$ cat src/linear_blend_skinning_unit_macros.svh
// Assertion macros shared by the skinning unit RTL.
`ifndef LINEAR_BLEND_SKINNING_UNIT_MACROS_SVH
`define LINEAR_BLEND_SKINNING_UNIT_MACROS_SVH

// Same-cycle implication, checked on every rising clock edge outside reset.
`define LBS_ASSERT_SAME(label, clk, rst_n, ante, cons, msg) \
    label: assert property (@(posedge clk) disable iff (!(rst_n)) (ante) |-> (cons)) \
        else $error(msg);

// Next-cycle implication, checked on every rising clock edge outside reset.
`define LBS_ASSERT_NEXT(label, clk, rst_n, ante, cons, msg) \
    label: assert property (@(posedge clk) disable iff (!(rst_n)) (ante) |=> (cons)) \
        else $error(msg);

`endif

$ cat src/lbs_pkg.sv
// Shared constants, request types and datapath control for the skinning unit.
`default_nettype none

package lbs_pkg;

    localparam int NUM_JOINTS      = 64;
    localparam int MATRIX_ELEMENTS = 12;
    localparam int ENTRIES         = NUM_JOINTS * MATRIX_ELEMENTS;
    localparam int ADDR_W          = $clog2(ENTRIES);

    // Mode codes of an input request.
    localparam logic MODE_LOAD      = 1'b0;
    localparam logic MODE_INFLUENCE = 1'b1;

    // Input request: either a matrix element write or one vertex influence.
    typedef struct packed {
        logic               mode;
        logic [5:0]         joint_index;
        logic [3:0]         element_index;
        logic signed [31:0] element_value;
        logic signed [31:0] pos_x;
        logic signed [31:0] pos_y;
        logic signed [31:0] pos_z;
        logic [15:0]        weight;
        logic               last_influence;
    } t_in_req;

    // Output request: the blended vertex position.
    typedef struct packed {
        logic signed [31:0] skinned_x;
        logic signed [31:0] skinned_y;
        logic signed [31:0] skinned_z;
    } t_out_req;

    // Operand selection of the shared multiplier.
    typedef enum logic [1:0] {
        MUL_X,
        MUL_Y,
        MUL_Z,
        MUL_WEIGHT
    } t_mul_sel;

    // Control word from the sequencer to the datapath.
    typedef struct packed {
        t_mul_sel   mul_sel;
        logic       sum_load;
        logic       sum_add;
        logic       m3_capture;
        logic       t_capture;
        logic       acc_add;
        logic [1:0] acc_row;
        logic       acc_clear;
    } t_dp_ctrl;

endpackage

`default_nettype wire

$ cat src/lbs_datapath.sv
// Shared multiplier, row sum, row saturation and the three blend accumulators.
`default_nettype none

module lbs_datapath (
    input  wire logic               i_clk,
    input  wire logic               i_rst_n,
    input  wire lbs_pkg::t_dp_ctrl  i_ctrl,
    input  wire logic signed [31:0] i_mat,
    input  wire lbs_pkg::t_in_req   i_req,
    output lbs_pkg::t_out_req       o_res
);

    localparam logic signed [50:0] ROW_MAX = 51'sd2147483647;
    localparam logic signed [50:0] ROW_MIN = -51'sd2147483648;
    localparam logic signed [63:0] ACC_MAX = {1'b0, {63{1'b1}}};
    localparam logic signed [63:0] ACC_MIN = {1'b1, {63{1'b0}}};

    logic signed [32:0] mul_a;
    logic signed [32:0] mul_b;
    logic signed [65:0] mul_p;
    logic signed [65:0] r_prod;
    logic signed [65:0] r_sum;
    logic signed [31:0] r_m3;
    logic signed [31:0] r_t;
    logic signed [63:0] r_acc [3];
    logic signed [50:0] row_wide;
    logic signed [31:0] row_sat;
    logic signed [64:0] acc_wide;
    logic signed [63:0] acc_sat;

    // Saturate floor(acc / 2^15) to the signed 32-bit range.
    function automatic logic signed [31:0] out_sat(input logic signed [63:0] a);
        logic signed [48:0] s;
        logic signed [31:0] r;
        s = a[63:15];
        if (s > 49'sd2147483647) begin
            r = 32'sh7FFFFFFF;
        end else if (s < -49'sd2147483648) begin
            r = 32'sh80000000;
        end else begin
            r = s[31:0];
        end
        return r;
    endfunction

    // Operand selection for the shared multiplier.
    always_comb begin
        case (i_ctrl.mul_sel)
            lbs_pkg::MUL_X: begin
                mul_a = {i_mat[31], i_mat};
                mul_b = {i_req.pos_x[31], i_req.pos_x};
            end
            lbs_pkg::MUL_Y: begin
                mul_a = {i_mat[31], i_mat};
                mul_b = {i_req.pos_y[31], i_req.pos_y};
            end
            lbs_pkg::MUL_Z: begin
                mul_a = {i_mat[31], i_mat};
                mul_b = {i_req.pos_z[31], i_req.pos_z};
            end
            lbs_pkg::MUL_WEIGHT: begin
                mul_a = {17'b0, i_req.weight};
                mul_b = {r_t[31], r_t};
            end
            default: begin
                mul_a = '0;
                mul_b = '0;
            end
        endcase
    end

    assign mul_p = mul_a * mul_b;

    // Row result: floor(sum / 2^16) plus the translation term, saturated to Q16.16.
    always_comb begin
        row_wide = {r_sum[65], r_sum[65:16]} + {{19{r_m3[31]}}, r_m3};
        if (row_wide > ROW_MAX) begin
            row_sat = 32'sh7FFFFFFF;
        end else if (row_wide < ROW_MIN) begin
            row_sat = 32'sh80000000;
        end else begin
            row_sat = row_wide[31:0];
        end
    end

    // Saturating add of the weighted row into the selected accumulator.
    always_comb begin
        acc_wide = {r_acc[i_ctrl.acc_row][63], r_acc[i_ctrl.acc_row]}
                 + {{16{r_prod[48]}}, r_prod[48:0]};
        if (acc_wide[64] != acc_wide[63]) begin
            acc_sat = acc_wide[64] ? ACC_MIN : ACC_MAX;
        end else begin
            acc_sat = acc_wide[63:0];
        end
    end

    // Product, sum and row operand registers.
    always_ff @(posedge i_clk) begin
        r_prod <= mul_p;
        if (i_ctrl.sum_load) begin
            r_sum <= r_prod;
        end else if (i_ctrl.sum_add) begin
            r_sum <= r_sum + r_prod;
        end
        if (i_ctrl.m3_capture) begin
            r_m3 <= i_mat;
        end
        if (i_ctrl.t_capture) begin
            r_t <= row_sat;
        end
    end

    // Accumulators clear at reset and after each emitted vertex.
    always_ff @(posedge i_clk) begin
        if (!i_rst_n || i_ctrl.acc_clear) begin
            r_acc[0] <= '0;
            r_acc[1] <= '0;
            r_acc[2] <= '0;
        end else if (i_ctrl.acc_add) begin
            r_acc[i_ctrl.acc_row] <= acc_sat;
        end
    end

    assign o_res.skinned_x = out_sat(r_acc[0]);
    assign o_res.skinned_y = out_sat(r_acc[1]);
    assign o_res.skinned_z = out_sat(r_acc[2]);

endmodule

`default_nettype wire

$ cat config.mk
export PLATFORM = sky130hd
export DESIGN_NAME = lbs_datapath
export DESIGN_NICKNAME = d
export VERILOG_FILES = /design/src/linear_blend_skinning_unit_macros.svh /design/src/lbs_pkg.sv /design/src/lbs_datapath.sv
export SDC_FILE = /design/constraint.sdc
export NUM_CORES = 2
export LEC_CHECK = 0
export BUFFER_PORTS_ARGS = -buffer_cell sky130_fd_sc_hd__buf_2
export CAP_MARGIN = 20
export CORE_ASPECT_RATIO = 0.75
export CORE_MARGIN = 1
export CORE_UTILIZATION = 55
export DETAILED_ROUTE_END_ITERATION = 7
export PLACE_DENSITY = 0.72
export SLEW_MARGIN = 40
export SYNTH_ARGS = -nofsm -noshare
export SYNTH_HDL_FRONTEND = slang
export SYNTH_SLANG_ARGS = --single-unit
$ cat constraint.sdc
create_clock -name i_clk -period 18.07 [get_ports i_clk]
set_clock_uncertainty 0.05 [all_clocks]
set_input_delay 2.7105 -clock i_clk [delete_from_list [all_inputs] [get_ports i_clk]]
set_output_delay 2.7105 -clock i_clk [all_outputs]
set_load 0.01 [all_outputs]
* Word level (Yosys, flattened, before mapping)
Memories as Yosys holds them, arrays and structs flattened.
Cells that the tools add are included.
** Cells by class
- Add/subtract/negate cells :: 3
- $mul :: 1
- Magnitude comparators :: 8
- Equality and inequality tests :: 4
- Muxes and demuxes :: 21
- Reductions and logical operators :: 6
** Operator list (number)
- 2-to-1 mux 32 bit :: 7
- 2-to-1 mux 64 bit :: 3
- > comparator 49 x 32 -> 1 bit, second input constant :: 3
- less-than comparator 49 x 32 -> 1 bit, second input constant :: 3
- 2-to-1 mux 66 bit :: 2
- case mux 33 bit (4 select lines) :: 1
- adder 66 bit :: 1
- multiplier 33 x 33 -> 66 bit :: 1
- case mux 33 bit (2 select lines) :: 1
- adder 64 x 49 -> 65 bit :: 1
- OR reduction 64 bit :: 1
- adder 50 x 32 -> 51 bit :: 1
- > comparator 51 x 32 -> 1 bit, second input constant :: 1
- less-than comparator 51 x 32 -> 1 bit, second input constant :: 1
- 2-to-1 mux 1 bit :: 6
- == test 2 bit, second input constant :: 2
- OR reduction 3 bit :: 1
- == test 2 x 1 -> 1 bit, second input constant :: 1
- zero test 2 bit :: 1
- 2-to-1 mux 2 bit :: 1
- nonzero test 2 bit :: 1
- zero test 1 bit :: 1
- logical OR 1 bit :: 1
- != test 1 bit :: 1
** Storage, ports and cells
- Flip-flop bits (word level) :: 196
- Bits in writable memories :: 192
- Input port bits :: 200
- Output and inout port bits :: 96
- Word-level logic and storage cells :: 48
- Memories kept :: 1
** Memory list
- r_acc :: depth 3, bits a word 64, read ports 4, clocked after memory_dff 0, write ports 3, line lbs_datapath.sv:25 : logic signed [63:0] r_acc [3];

* Logic depth before layout (Yosys ltp)
- Word-level depth :: 6
- Mapped depth :: 36
- Mapped depth without buffers :: 31

* Least setup slack after synthesis
Ideal clock, no wire load.
- Path type :: input port to flip-flop
- Start point :: input port i_ctrl[9] (netlist bit)
- End point :: register r_prod[64]
- Library setup time :: 72 ps
- Arrival :: 11800 ps
- Data required time :: 17948 ps
- Slack :: 6148 ps
- Stages :: 31
- Path buffers :: 4
- Cells stage by stage :: clkbuf_1 -> buf_1 -> clkbuf_1 -> mux2i_1 -> nand2_1 -> o21ai_1 -> clkbuf_1 -> nor2_1 -> fa_1 -> inv_1 -> fa_1 -> inv_1 -> fa_1 -> fa_1 -> fa_1 -> fa_1 -> fa_1 -> inv_1 -> fa_1 -> inv_1 -> ha_1 -> a21o_1 -> a21oi_1 -> o21ai_0 -> a21oi_1 -> and3b_1 -> a21oi_1 -> a21boi_0 -> o21bai_1 -> a221oi_1 -> xnor2_1
** Between the ends
- Cells in the longest elaborated chain, start to end :: 4
- Elaborated cells on any way between the ends :: 8
- Those cells by class :: 1 x mul; 3 x eq/ne; 2 x mux; 2 x reduce/logical
** RTL lines
- start, declared :: line lbs_datapath.sv:7 : input wire lbs_pkg::t_dp_ctrl i_ctrl,
- == test 2 bit (tied with other cells) :: line lbs_datapath.sv:48 : case (i_ctrl.mul_sel)
- OR reduction 3 bit (no line)
- case mux 33 bit (2 select lines) :: line lbs_datapath.sv:48
- multiplier 33 x 33 -> 66 bit * :: line lbs_datapath.sv:72 : assign mul_p = mul_a * mul_b;
- net mul_p[64] :: line lbs_datapath.sv:20 : logic signed [65:0] mul_p;
- end signal, assigned :: line lbs_datapath.sv:99 : r_prod <= mul_p;
- end, declared :: line lbs_datapath.sv:21 : logic signed [65:0] r_prod;
Mark *: on every way through the listed nets, which the timed path passes. The rest lies on a longest branch.
A chain may end at the register's enable or synchronous reset.

* Final worst setup path
Ends and elaborated chain as after synthesis.

==> impl_metrics.ini <==
[outcome]
run_status = finished, final reports clean

[synth]
yosysMostFrequentCell = inv_1
avgSynthCellArea_um2 = 9.309
yosysWarnings = 0
synth_seq_area_share = 0.1918
ys_top_cells_by_count = inv_1 (1167), fa_1 (1126), nor2_1 (930), nand2_1 (796), ha_1 (395)
synth_cells = 7232
synth_cell_types = 87
yosysTopAreaCell = fa_1
synth-seq-cells = 452
synthTopCellsByArea = fa_1 (33%), edfxtp_1 (17%), ha_1 (7.3%)
syn_nets = 8953
ys.flop_type = edfxtp_1
synthArstFlopShare = 0
netlist.area_leader.share = 0.3348
synth_area_um2 = 67330
synth_edf_count = 386

[clock_tree]
holdBufCountCts = 0
postCtsSetupRepairBufs = 0
cts-resized-gates = 0
ctsRootBufferMaster = clkbuf_16
clk_path_buf_depth = 3
clock_sinks = 452
cts_max_level = 2
clk_latency_ns = 0.59
numCtsBuffers = 43
cts_tree = done
path_clk_slew_ns = 0.07

[critical_path]
arrival_ns = 13.49
cp_num_buf_inv = 7
cpLargestDelayFamily = adder cells
rrSetupSlack_ns = 8.07
cpPeakStageDelay_ns = 0.70
cp_max_fo = 61
required_ns = 18.49
crit_top_cell = fa_1
critPathKind = input port to flip-flop
cp-start-kind = input port
endpoint_kind = flip-flop
slowest_stage = buf_4

[floorplanning]
rows = 110
die-height_um = 305
dieArea_um2 = 123800
io_pins = 296
core_area_um2 = 120700
initial_utilization = 0.5578
die_w_um = 406.0

[global_routing]
grt_pass1_wl_mm = 327.4
grt_pass1_vias = 54660
antenna_found_initial = 10
overflow = 0
grt_max_degree = 73
grt_usage = 0.3504

[drt]
dr_total_vias = 54120
firstDrtPassIters = 6
vias_per_cell = 6.063
drc = 0
wire_per_inst_um = 23.92
totalWireLength_mm = 213.5
detail_route.iter0.violations = 5559
postRouteAntennaNets = 0

[timing]
drv_slew = 0
tns_ns = 0
max_freq_mhz = 76.48
hold_violations = 0
tightest_slew_ns = 0.8887
fin_crit_sh = 0.7236
period_minus_slack_ns = 13.08
setup_viol = 0
grt_setup_unrepaired = no
max_slew_margin = 0.4012

[cells_and_area]
nets = 8987
drive_gt1_frac = 0.09179
multi_input_area_um2 = 48890
fillers = 10500
final_util = 0.5945
seq_area_um2 = 12910
area_growth_pct = 6.577

[placement]
portBuffers = 251
routabilityCongestion = 0.9829
post-dp-hpwl_mm = 169.3

[flow_run]
maxCapViolCount = 0

[worst_hold_path]
min_path_type = flip-flop to flip-flop
-- cells by family after synthesis --
family | Yosys count | synth area share
adders and majority gates | 1532 | 0.4099
buffers and inverters | 1540 | 0.08670
xor gates and xnor gates | 242 | 0.03159
DFF | 452 | 0.1918
AOI/OAI and AO/OA | 1152 | 0.1061
and+or+nand+nor | 2152 | 0.1355
muxes | 162 | 0.03851
-- path summary, 6_finish.rpt --
check,startpoint,to,cells after the start
min,r_prod[64],r_sum[64],2
max reg2reg,r_t[13],r_prod[64],31
max,i_ctrl[9],r_prod[64],30
min reg2reg,r_prod[64],r_sum[64],2
-- cells in the final DEF, fill, tap and decap left out, types with 87 or more instances in the layout --
| cell type | netlist | routed |
|---|---|---|
| xor2_1 | 89 | 87 |
| nor2_1 | 930 | 925 |
| nand2_1 | 796 | 787 |
| a21o_1 | 132 | 132 |
| a21oi_1 | 311 | 311 |
| o21ai_0 | 330 | 324 |
| xnor2_1 | 152 | 151 |
| buf_4 | 6 | 110 |
| fa_1 | 1126 | 1125 |
| inv_1 | 1167 | 1166 |
| ha_1 | 395 | 395 |
| edfxtp_1 | 386 | 386 |
| buf_2 | 9 | 245 |
-- state kept, by name (all words and copies together), names as in the netlist --
| signal | cells |
|---|---|
| r_t | 32 |
| r_prod | 66 |
| r_sum | 66 |
| r_acc | 256 |
| r_m3 | 32 |
-- routing by layer --
metal,vias to the layer above,wire length (µm),part of all wire,global-route usage
met5,-,46,0.00022,0
met4,8,10010,0.047,0.1351
met3,536,28530,0.13,0.1049
met2,3178,89130,0.42,0.4949
met1,27040,85820,0.40,0.5057
li1,23360,-,-,-
-- layout make-up --
| class | count | area share |
|---|---|---|
| clock buffer | 57 | 0.01688 |
| tap | 1624 | 0.02832 |
| inverter | 1169 | 0.06115 |
| antenna | 3 | 0.0001046 |
| sequential | 452 | 0.1800 |
| timing repair buffer | 360 | 0.02961 |
| clock inverter | 21 | 0.002616 |
| multi-input combinational | 5240 | 0.6813 |
-- tightest hold or removal path, delay by kind of cell, from the launching register on --
kind	cells	cell delay, ns
and+or+nand+nor	1	0.06
AOI/OAI and AO/OA	1	0.06
DFF	1	0.36
-- stage by stage --
stage / instances / setup WS (ns) / hold WS, ns / area (µm²)
floorplan: 7232 / 6.148 / 0.4618 / 67330
global placement: 8841 / 4.410 / 0.5348 / 70160
detailed placement: 8844 / 4.507 / 0.5446 / 70290
global route: 8923 / 4.702 / 0.5747 / 71750
CTS: 8922 / 5.124 / 0.5506 / 71690
finish: 8926 / 4.995 / 0.5411 / 71750
Power is left out: the tool's default activity adds up to more than one toggle a clock period on the data nets, which glitch-free logic cannot reach.
